## config.mk

```make
export PLATFORM = sky130hd
export DESIGN_NAME = led_matrix_chain_refresher
export DESIGN_NICKNAME = d
export VERILOG_FILES = /design/src/hw/rtl/lmcr_pkg.sv /design/src/hw/rtl/lmcr_ram.sv /design/src/hw/rtl/lmcr_front.sv /design/src/hw/rtl/lmcr_queue.sv /design/src/hw/rtl/lmcr_back.sv /design/src/hw/rtl/led_matrix_chain_refresher.sv
export VERILOG_INCLUDE_DIRS = /design/src /design/src/hw/rtl
export SDC_FILE = /design/constraint.sdc
export NUM_CORES = 1
export LEC_CHECK = 0
export BUFFER_PORTS_ARGS = -buffer_cell sky130_fd_sc_hd__clkbuf_2
export CAP_MARGIN = 25
export CORE_MARGIN = 4
export CORE_UTILIZATION = 30
export CTS_CLUSTER_DIAMETER = 120
export DETAILED_ROUTE_END_ITERATION = 8
export HOLD_SLACK_MARGIN = 0.05
export SLEW_MARGIN = 15
export SYNTH_ARGS = -nofsm -noshare
export SYNTH_HDL_FRONTEND = slang
export SYNTH_SLANG_ARGS = --single-unit
export TNS_END_PERCENT = 100
```

## constraint.sdc

```tcl
create_clock -name clk_i -period 8.1 [get_ports clk_i]
set_clock_uncertainty 0.05 [all_clocks]
set_input_delay 1.62 -clock clk_i [delete_from_list [all_inputs] [get_ports clk_i]]
set_output_delay 1.62 -clock clk_i [all_outputs]
set_load 0.02 [all_outputs]
```

## src/hw/rtl/assert_macros.svh

```systemverilog
// Assertion macros shared by the LED matrix chain refresher modules.
// No dependencies; included by the files that carry assertions.
`ifndef ASSERT_MACROS_SVH
`define ASSERT_MACROS_SVH

// Property checked at every rising edge while the reset is released.
`define LMCR_ASSERT(lbl, clk, rst_n, prop) \
  lbl: assert property (@(posedge clk) disable iff (!rst_n) (prop)) \
    else $error("lmcr assertion failed");

// When pre holds, post must hold in the next cycle.
`define LMCR_ASSERT_NEXT(lbl, clk, rst_n, pre, post) \
  lbl: assert property (@(posedge clk) disable iff (!rst_n) (pre) |=> (post)) \
    else $error("lmcr assertion failed");

`endif

```

## src/hw/rtl/lmcr_pkg.sv

```systemverilog
// Types and constants shared by the LED matrix chain refresher modules.
// No dependencies.
package lmcr_pkg;

  localparam int unsigned COLS_PER_DEV = 8;
  localparam int unsigned QUEUE_DEPTH  = 2;
  localparam int unsigned IN_DATA_W    = 40;
  localparam int unsigned IN_USER_W    = 2;
  localparam int unsigned OUT_DATA_W   = 16;
  localparam logic [15:0] NOOP_WORD    = 16'h0000;

  typedef enum logic [1:0] {
    OP_WRITE_COL = 2'd0,
    OP_CLEAR     = 2'd1,
    OP_REFRESH   = 2'd2,
    OP_BROADCAST = 2'd3
  } op_e;

  typedef enum logic [1:0] {
    ST_IDLE = 2'd0,
    ST_READ = 2'd1,
    ST_EMIT = 2'd2
  } back_state_e;

  // A classified item as it travels from the front end to the back end.
  typedef struct packed {
    op_e         op;
    logic        ok;        // column in range (write) or row in range (refresh)
    logic [4:0]  col;
    logic [7:0]  col_bits;
    logic [2:0]  dev;       // target device of a refresh
    logic [2:0]  line;      // bit of the column bytes that forms the row
    logic [15:0] word;      // broadcast command word
  } cmd_t;

endpackage

```

## src/hw/rtl/lmcr_ram.sv

```systemverilog
// Generic single-port-write, single-port-read RAM with registered read data.
// No dependencies.
module lmcr_ram #(
  parameter int unsigned WIDTH = 8,
  parameter int unsigned DEPTH = 4
) (
  input  logic                                     clk_i,
  input  logic                                     we_i,
  input  logic [((DEPTH > 1) ? $clog2(DEPTH) : 1)-1:0] waddr_i,
  input  logic [WIDTH-1:0]                         wdata_i,
  input  logic [((DEPTH > 1) ? $clog2(DEPTH) : 1)-1:0] raddr_i,
  output logic [WIDTH-1:0]                         rdata_o
);

  logic [WIDTH-1:0] mem_q [DEPTH];
  logic [WIDTH-1:0] rdata_q;

  always_ff @(posedge clk_i) begin
    if (we_i) begin
      mem_q[waddr_i] <= wdata_i;
    end
    rdata_q <= mem_q[raddr_i];
  end

  assign rdata_o = rdata_q;

endmodule

```

## src/hw/rtl/lmcr_front.sv

```systemverilog
// Front end: accepts input words, decodes and range-checks them into commands.
// Depends on lmcr_pkg.
module lmcr_front #(
  parameter int unsigned CHAIN_DEVICES = 4
) (
  input  logic                                 clk_i,
  input  logic                                 rst_ni,
  input  logic                                 s_axis_tvalid,
  output logic                                 s_axis_tready,
  input  logic [lmcr_pkg::IN_DATA_W-1:0]       s_axis_tdata,
  input  logic [lmcr_pkg::IN_USER_W-1:0]       s_axis_tuser,
  input  logic                                 full_i,
  output logic                                 push_o,
  output lmcr_pkg::cmd_t                       cmd_o
);
  import lmcr_pkg::*;

  localparam int unsigned STORE_DEPTH = CHAIN_DEVICES * COLS_PER_DEV;

  logic       valid_q, valid_d;
  cmd_t       cmd_q, cmd_d;
  logic       accept;
  logic [4:0] col;
  logic [5:0] row;
  logic [5:0] row_m1;
  logic       col_ok;
  logic       row_ok;

  assign col    = s_axis_tdata[4:0];
  assign row    = s_axis_tdata[18:13];
  assign row_m1 = row - 6'd1;
  assign col_ok = {3'b000, col} < 8'(STORE_DEPTH);
  assign row_ok = (row != 6'd0) && ({2'b00, row} <= 8'(STORE_DEPTH));

  always_comb begin
    cmd_d.op       = op_e'(s_axis_tuser);
    cmd_d.ok       = (op_e'(s_axis_tuser) == OP_REFRESH) ? row_ok : col_ok;
    cmd_d.col      = col;
    cmd_d.col_bits = s_axis_tdata[12:5];
    cmd_d.dev      = row_ok ? row_m1[5:3] : 3'd0;
    cmd_d.line     = row_ok ? row_m1[2:0] : 3'd0;
    // Address byte high, data byte low.
    cmd_d.word     = {s_axis_tdata[26:19], s_axis_tdata[34:27]};
  end

  assign s_axis_tready = !valid_q || !full_i;
  assign accept        = s_axis_tvalid && s_axis_tready;
  assign push_o        = valid_q && !full_i;

  always_comb begin
    valid_d = valid_q;
    if (accept) begin
      valid_d = 1'b1;
    end else if (push_o) begin
      valid_d = 1'b0;
    end
  end

  always_ff @(posedge clk_i or negedge rst_ni) begin
    if (!rst_ni) begin
      valid_q <= 1'b0;
    end else begin
      valid_q <= valid_d;
    end
  end

  always_ff @(posedge clk_i) begin
    if (accept) begin
      cmd_q <= cmd_d;
    end
  end

  assign cmd_o = cmd_q;

endmodule

```

## src/hw/rtl/lmcr_queue.sv

```systemverilog
// Short command queue between the front end and the back end.
// Depends on lmcr_pkg and assert_macros.svh.
`include "assert_macros.svh"

module lmcr_queue (
  input  logic           clk_i,
  input  logic           rst_ni,
  input  logic           push_i,
  input  lmcr_pkg::cmd_t cmd_i,
  input  logic           pop_i,
  output lmcr_pkg::cmd_t head_o,
  output logic           full_o,
  output logic           empty_o
);
  import lmcr_pkg::*;

  localparam int unsigned PTR_W = (QUEUE_DEPTH > 1) ? $clog2(QUEUE_DEPTH) : 1;
  localparam int unsigned CNT_W = PTR_W + 1;

  cmd_t             mem_q [QUEUE_DEPTH];
  logic [PTR_W-1:0] wr_ptr_q, wr_ptr_d;
  logic [PTR_W-1:0] rd_ptr_q, rd_ptr_d;
  logic [CNT_W-1:0] count_q, count_d;

  assign full_o  = count_q == CNT_W'(QUEUE_DEPTH);
  assign empty_o = count_q == '0;
  assign head_o  = mem_q[rd_ptr_q];

  always_comb begin
    wr_ptr_d = push_i ? wr_ptr_q + 1'b1 : wr_ptr_q;
    rd_ptr_d = pop_i ? rd_ptr_q + 1'b1 : rd_ptr_q;
    count_d  = count_q;
    if (push_i && !pop_i) begin
      count_d = count_q + 1'b1;
    end else if (pop_i && !push_i) begin
      count_d = count_q - 1'b1;
    end
  end

  always_ff @(posedge clk_i or negedge rst_ni) begin
    if (!rst_ni) begin
      wr_ptr_q <= '0;
      rd_ptr_q <= '0;
      count_q  <= '0;
    end else begin
      wr_ptr_q <= wr_ptr_d;
      rd_ptr_q <= rd_ptr_d;
      count_q  <= count_d;
    end
  end

  always_ff @(posedge clk_i) begin
    if (push_i) begin
      mem_q[wr_ptr_q] <= cmd_i;
    end
  end

  `LMCR_ASSERT(a_queue_no_overflow, clk_i, rst_ni, full_o |-> !push_i)
  `LMCR_ASSERT(a_queue_no_underflow, clk_i, rst_ni, pop_i |-> !empty_o)
  `LMCR_ASSERT(a_queue_count_range, clk_i, rst_ni, count_q <= CNT_W'(QUEUE_DEPTH))

endmodule

```

## src/hw/rtl/lmcr_back.sv

```systemverilog
// Back end: holds the column store, runs commands and drives the word output.
// Depends on lmcr_pkg, lmcr_ram and assert_macros.svh.
`include "assert_macros.svh"

module lmcr_back #(
  parameter int unsigned CHAIN_DEVICES = 4
) (
  input  logic                            clk_i,
  input  logic                            rst_ni,
  input  logic                            empty_i,
  input  lmcr_pkg::cmd_t                  head_i,
  output logic                            pop_o,
  output logic                            m_axis_tvalid,
  input  logic                            m_axis_tready,
  output logic [lmcr_pkg::OUT_DATA_W-1:0] m_axis_tdata,
  output logic                            m_axis_tlast
);
  import lmcr_pkg::*;

  localparam int unsigned STORE_DEPTH = CHAIN_DEVICES * COLS_PER_DEV;
  localparam int unsigned AW          = (CHAIN_DEVICES > 1) ? $clog2(CHAIN_DEVICES) : 1;
  localparam int unsigned IW          = $clog2(STORE_DEPTH);
  localparam logic [AW-1:0] LAST_CNT  = AW'(CHAIN_DEVICES - 1);

  back_state_e state_q, state_d;
  logic [AW-1:0] cnt_q, cnt_d;
  cmd_t          cmd_q;
  logic [7:0]    rowbyte_q, rowbyte_d;
  logic          out_valid_q, out_valid_d;
  logic [15:0]   out_word_q, out_word_d;
  logic          out_last_q, out_last_d;
  logic [STORE_DEPTH-1:0] valid_q, valid_d;

  logic          load;
  logic          store_clear;
  logic          store_write;
  logic [7:0]    bank_we;
  logic [AW-1:0] waddr;
  logic [AW-1:0] raddr;
  logic [7:0]    rdata [COLS_PER_DEV];
  logic          is_target;
  logic [15:0]   refresh_word;

  // One RAM bank per column position inside a device; a refresh reads all
  // eight banks at the device address together.
  for (genvar k = 0; k < COLS_PER_DEV; k++) begin : g_bank
    lmcr_ram #(
      .WIDTH (8),
      .DEPTH (CHAIN_DEVICES)
    ) u_bank (
      .clk_i   (clk_i),
      .we_i    (bank_we[k]),
      .waddr_i (waddr),
      .wdata_i (head_i.col_bits),
      .raddr_i (raddr),
      .rdata_o (rdata[k])
    );
  end

  // Next state.
  always_comb begin
    state_d = state_q;
    unique case (state_q)
      ST_IDLE: begin
        if (!empty_i) begin
          if (head_i.op == OP_REFRESH) begin
            state_d = ST_READ;
          end else if (head_i.op == OP_BROADCAST) begin
            state_d = ST_EMIT;
          end
        end
      end
      ST_READ: begin
        state_d = ST_EMIT;
      end
      ST_EMIT: begin
        if (load && (cnt_q == LAST_CNT)) begin
          state_d = ST_IDLE;
        end
      end
      default: begin
        state_d = ST_IDLE;
      end
    endcase
  end

  // State outputs.
  always_comb begin
    pop_o       = 1'b0;
    load        = 1'b0;
    store_clear = 1'b0;
    store_write = 1'b0;
    unique case (state_q)
      ST_IDLE: begin
        pop_o       = !empty_i;
        store_clear = !empty_i && (head_i.op == OP_CLEAR);
        store_write = !empty_i && (head_i.op == OP_WRITE_COL) && head_i.ok;
      end
      ST_READ: begin
        load = 1'b0;
      end
      ST_EMIT: begin
        load = !out_valid_q || m_axis_tready;
      end
      default: begin
        load = 1'b0;
      end
    endcase
  end

  assign waddr = AW'(head_i.col[4:3]);
  assign raddr = AW'(head_i.dev);

  always_comb begin
    bank_we = '0;
    bank_we[head_i.col[2:0]] = store_write;
  end

  // An entry whose valid bit is clear reads as zero, so a clear only drops
  // the valid bits.
  always_comb begin
    valid_d = valid_q;
    if (store_clear) begin
      valid_d = '0;
    end else if (store_write) begin
      valid_d[IW'(head_i.col)] = 1'b1;
    end
  end

  always_comb begin
    for (int k = 0; k < COLS_PER_DEV; k++) begin
      rowbyte_d[7-k] = rdata[k][cmd_q.line] & valid_q[IW'({cmd_q.dev, 3'(k)})];
    end
  end

  assign is_target    = cmd_q.ok && (5'(cnt_q) == 5'(cmd_q.dev));
  assign refresh_word = {4'b0000, 4'(cmd_q.line) + 4'd1, rowbyte_q};

  always_comb begin
    cnt_d       = cnt_q;
    out_valid_d = out_valid_q;
    out_word_d  = out_word_q;
    out_last_d  = out_last_q;
    if (pop_o) begin
      cnt_d = '0;
    end
    if (load) begin
      cnt_d       = cnt_q + 1'b1;
      out_valid_d = 1'b1;
      out_last_d  = cnt_q == LAST_CNT;
      if (cmd_q.op == OP_BROADCAST) begin
        out_word_d = cmd_q.word;
      end else begin
        out_word_d = is_target ? refresh_word : NOOP_WORD;
      end
    end else if (m_axis_tready) begin
      out_valid_d = 1'b0;
    end
  end

  always_ff @(posedge clk_i or negedge rst_ni) begin
    if (!rst_ni) begin
      state_q     <= ST_IDLE;
      cnt_q       <= '0;
      out_valid_q <= 1'b0;
      valid_q     <= '0;
    end else begin
      state_q     <= state_d;
      cnt_q       <= cnt_d;
      out_valid_q <= out_valid_d;
      valid_q     <= valid_d;
    end
  end

  always_ff @(posedge clk_i) begin
    if (pop_o) begin
      cmd_q <= head_i;
    end
    if (state_q == ST_READ) begin
      rowbyte_q <= rowbyte_d;
    end
    out_word_q <= out_word_d;
    out_last_q <= out_last_d;
  end

  assign m_axis_tvalid = out_valid_q;
  assign m_axis_tdata  = out_word_q;
  assign m_axis_tlast  = out_last_q;

  `LMCR_ASSERT_NEXT(a_back_read_then_emit, clk_i, rst_ni, state_q == ST_READ, state_q == ST_EMIT)
  `LMCR_ASSERT(a_back_cnt_range, clk_i, rst_ni, (state_q == ST_EMIT) |-> (cnt_q <= LAST_CNT))
  `LMCR_ASSERT_NEXT(a_back_store_still, clk_i, rst_ni, state_q != ST_IDLE, $stable(valid_q))

endmodule

```

## src/hw/rtl/led_matrix_chain_refresher.sv

```systemverilog
// Top level of the LED matrix chain refresher: front end, command queue, back end.
// Depends on lmcr_pkg, lmcr_front, lmcr_queue and lmcr_back.
//
//  Channel   Dir  Carries
//  s_axis    in   command words: tuser opcode, tdata column/row/command fields
//  m_axis    out  16-bit words for the driver chain, tlast ends each group
//
// A column write or a store clear is done as the back end pops it and emits nothing.
// A refresh goes through the queue pop, the registered store read and one emitted
// word per chain device; a broadcast goes through the queue pop and one emitted word
// per chain device. The output register moves one word per cycle unless the output stalls.
// The front end keeps accepting while the back end works, until the queue and its register fill.
// Reset is asynchronous and active low; it empties the store and the queue.
module led_matrix_chain_refresher #(
  parameter int unsigned CHAIN_DEVICES = 4
) (
  input  logic                            clk_i,
  input  logic                            rst_ni,
  input  logic                            s_axis_tvalid,
  output logic                            s_axis_tready,
  // column_index [4:0], column_bits [12:5], row_number [18:13],
  // command_address [26:19], command_value [34:27], zero fill above
  input  logic [lmcr_pkg::IN_DATA_W-1:0]  s_axis_tdata,
  // opcode [1:0]
  input  logic [lmcr_pkg::IN_USER_W-1:0]  s_axis_tuser,
  output logic                            m_axis_tvalid,
  input  logic                            m_axis_tready,
  // serial_word [15:0]
  output logic [lmcr_pkg::OUT_DATA_W-1:0] m_axis_tdata,
  output logic                            m_axis_tlast
);
  import lmcr_pkg::*;

  cmd_t front_cmd;
  cmd_t head_cmd;
  logic push;
  logic pop;
  logic full;
  logic empty;

  lmcr_front #(
    .CHAIN_DEVICES (CHAIN_DEVICES)
  ) u_front (
    .clk_i         (clk_i),
    .rst_ni        (rst_ni),
    .s_axis_tvalid (s_axis_tvalid),
    .s_axis_tready (s_axis_tready),
    .s_axis_tdata  (s_axis_tdata),
    .s_axis_tuser  (s_axis_tuser),
    .full_i        (full),
    .push_o        (push),
    .cmd_o         (front_cmd)
  );

  lmcr_queue u_queue (
    .clk_i   (clk_i),
    .rst_ni  (rst_ni),
    .push_i  (push),
    .cmd_i   (front_cmd),
    .pop_i   (pop),
    .head_o  (head_cmd),
    .full_o  (full),
    .empty_o (empty)
  );

  lmcr_back #(
    .CHAIN_DEVICES (CHAIN_DEVICES)
  ) u_back (
    .clk_i         (clk_i),
    .rst_ni        (rst_ni),
    .empty_i       (empty),
    .head_i        (head_cmd),
    .pop_o         (pop),
    .m_axis_tvalid (m_axis_tvalid),
    .m_axis_tready (m_axis_tready),
    .m_axis_tdata  (m_axis_tdata),
    .m_axis_tlast  (m_axis_tlast)
  );

endmodule
```

==> summary.txt <==
Power
  • Part of the power in registers: a little under half
  • P_sw: approximately 2.6 mW
  • Switching share of total power: about a third
  • LEAKAGE: just under 8 nW
  • Power Density: between 300 and 400 mW/mm²
  • Logic gate share of total power: 25.9%
  • Total chip power: approximately 8.3 mW
  • Peak supply drop: between 0.2 and 0.3 mV
  • Clock network fraction of total power: between 20% and 30%
  • Int Pwr: ~5.7 mW

Floorplanning
  • Die Y: 262 µm
  • Die width: around 260 µm
  • Area of the core: approximately 0.064 mm²
  • I/O pins: 65
  • Die ar.: between 0.06 and 0.07 mm²
  • Num rows: ~90
  • Starting Density: between 30% and 40%

Clock network
  • CTS sink count: about 530
  • TritonCTS Buffers: 52
  • Reg clk slew, reported paths: about 0.060 ns
  • Hold buffer count at CTS: 0
  • Cell chosen for the clock root: clkbuf_16
  • Clock Latency Late Sink: between 0.5 and 0.6 ns
  • Clk buf depth: 3
  • CTS tree: built
  • Post-CTS setup repair buffer count: 0
  • H-tree lvl count: 2
  • Post-CTS sizing: 0

Yosys
  • Netlist cell types: between 40 and 50
  • Largest family of logic cells by synthesized area: simple AND/OR/NAND/NOR gates
  • Xor/xnor share of the synthesized area: 0.497%
  • Post-synth EDFFs: 420
  • Synth area leaders: edfxtp_1, dfxtp_1, nand2_1, dfrtp_1, mux4_2
  • Synth warn: 0
  • Post-Synthesis Mean Instance Area: 15.6 µm²
  • Post-Synth Simple-Gate Area: about 11%
  • Synth Instances: approximately 1200
  • Post-synth ARST share: ~8%
  • Yosys reg bits: 526
  • Mapped Area: 0.0194 mm²
  • Post-synthesis mux area share: 5.37%
  • Complex-gate fraction of the synthesized area: about 4.1%
  • Syn nets: 1296
  • Synth Area in Adders: less than 1%
  • Primary FF master, synth: edfxtp_1
  • Register area share after synthesis: roughly 77%
  • Synth area leader: edfxtp_1
  • Top-count cell post-synth: edfxtp_1
  • Top post-synthesis cells by count: edfxtp_1, nand2_1, and3_1, a31oi_1, dfxtp_1
  • Yosys top cell area share: 65.0%

Drt
  • Initial DRT Pass Iterations: 5
  • Wire per inst: around 18 µm
  • Final WL: about 39000 µm
  • DRC: 0
  • Final ANT Viol Nets: 0
  • Vias after detailed routing: 10224
  • Vias per cell: ~4.6
  • Drt initial violations: just under 700

Placed design
  • Gp weighted congestion: approximately 0.7
  • # port buffers: a little under 60
  • Post-DP HPWL: about 22000 µm

Cells and area
  • P&R area growth vs syn: 14.8%
  • Final #Nets: 1365
  • # fillers: 6024
  • Ant diodes: 0
  • Share of cells above drive strength 1: 18.6%

Setup path
  • R2R Path Start: u_queue.rd_ptr_q
  • Critical-path maximum fanout: 80
  • Critical Path RT: approximately 8.5 ns
  • Startpoint Class: flop
  • Critical Path Sink Type: flop
  • Critical Path Source: u_queue.rd_ptr_q
  • Crit Path Class: flop to flop
  • WP data arrival: 3.72 ns

STA
  • Worst Tran Pin Value: between 1 and 1.5 ns
  • Fmax: about 300 MHz
  • Fin crit share: 41.6%
  • Max-slew violations: 0
  • Unrepaired setup endpoints after global routing: no
  • Max_slew headroom: between 30% and 40%
  • Setup Viol. Count Final: 0
  • Setup TNS: 0 ns
  • Hold Vio Cnt, Final: 0
  • Fin crit period: around 3.4 ns

Hold path
  • HP Class: flop to flop
  • Hold wc startpoint: u_front.cmd_o[18]

Outcome
  • Status: finished, final reports clean

Flow run
  • Max-Cap Viols: 0

GRT
  • Antenna violations before repair: 0
  • First-pass GRT wire length: 60200 µm
  • GRT Resource Usage Total: between 10 and 15%
  • Grt ovf: 0
  • Pin count of the biggest net entering global routing: 81
  • Vias in the first global route: slightly above 10000
==> path summary, 6_finish.rpt <==
check                                                     end  slack, ns  cells past startpoint
max reg2reg                u_back.g_bank[1].u_bank.rdata_o[4]       4.73                      7
max                        u_back.g_bank[1].u_bank.rdata_o[4]       4.73                      7
min                                      u_queue.mem_q[1][18]       0.39                      0
max in group asynchronous                    u_queue.rd_ptr_q       6.49                      2
min reg2reg                              u_queue.mem_q[1][18]       0.39                      0
min in group asynchronous                  u_back.valid_q[27]       1.10                      2
==> flip-flops by register name, summed over array words and instances, names as in the netlist, 2 cells and up <==
name / cells
u_back.g_bank.u_bank.mem_q: 256
u_queue.mem_q: 76
u_back.g_bank.u_bank.rdata_o: 64
u_front.cmd_o: 38
u_back.valid_q: 32
u_back.cmd_q: 25
u_back.m_axis_tdata: 16
u_back.rowbyte_q: 8
u_back.cnt_q: 2
u_back.state_q: 2
u_queue.count_q: 2
==> cell usage in the layout (no fill, tap or decap), types with 8 or more instances in the layout <==
master,netlist,final
nor3_2,30,30
nand2_1,291,291
dfrtp_1,42,41
nor2b_1,10,9
nor2_1,13,11
mux2i_1,13,11
clkbuf_1,33,12
and3_1,69,68
clkbuf_16,0,53
dfxtp_1,64,64
edfxtp_1,420,420
clkbuf_2,0,59
buf_4,0,14
mux4_2,24,24
o21a_1,26,26
a31oi_1,65,65
clkinv_1,0,9
nand2b_1,8,8
clkinv_2,0,17
nand3_1,11,11
mux2_2,33,33
==> per-stage QoR <==
step                util, %  hold slack (ns)  area, µm²  setup slack (ns)  instances
floorplan                 -            0.371      19400              4.86       1246
global placement       32.5            0.373      20600              4.72       2103
detailed placement     32.5            0.382      20600              4.69       2104
CTS                    35.0            0.396      22200              4.66       2201
global route           35.0            0.401      22300              4.40       2204
finish                 35.0            0.394      22300              4.73       2204
==> area by class of cell <==
type	instances	area, µm²	share of cell area, %
multi-input cells	650	4190	18.8
clock inverters	30	176	0.793
repair buffers	77	460	2.07
flip-flops and latches	526	14900	67.1
well taps	846	1060	4.76
clock buffers	67	1400	6.28
inverters	8	31.3	0.141
==> power groups by stage <==
stage / clock network, mW / logic, mW / registers [mW]
after floorplan: 0 / 1.48 / 3.95
after global placement: 0 / 2.11 / 4.00
after detailed placement: 0 / 2.17 / 4.02
after CTS: 2.27 / 2.18 / 3.97
after global routing: 2.39 / 2.38 / 4.01
final: 2.22 / 2.16 / 3.96
==> layer usage <==
layer  track usage, %  vias up  share of wire, %
met4             3.36        0               2.0
met1             15.0     5196                45
met3             1.98       65               4.6
met5                0        -                 0
met2             18.2      209                48
li1                 -     4754                 -
==> logic make-up (layout without fill, tap and decap cells) <==
logic type / Yosys count / after routing
flip-flops: 526 / 526
AO/OA/AOI/OAI: 114 / 114
XOR/XNOR: 11 / 11
adder cells (fa/ha/maj): 4 / 4
buffers and inverters: 70 / 182
multiplexers: 70 / 70
AND/OR/NAND/NOR: 451 / 451
==> critical path: stages (launching register included) <==
cell and delay [ns]:
dfrtp_2 0.39, mux2i_4 0.21, buf_4 0.57, clkinv_2 0.83, buf_4 0.66, nand2_1 0.16, and3_1 0.17, a31oi_1 0.05
Power figures use the tool's default switching activity.
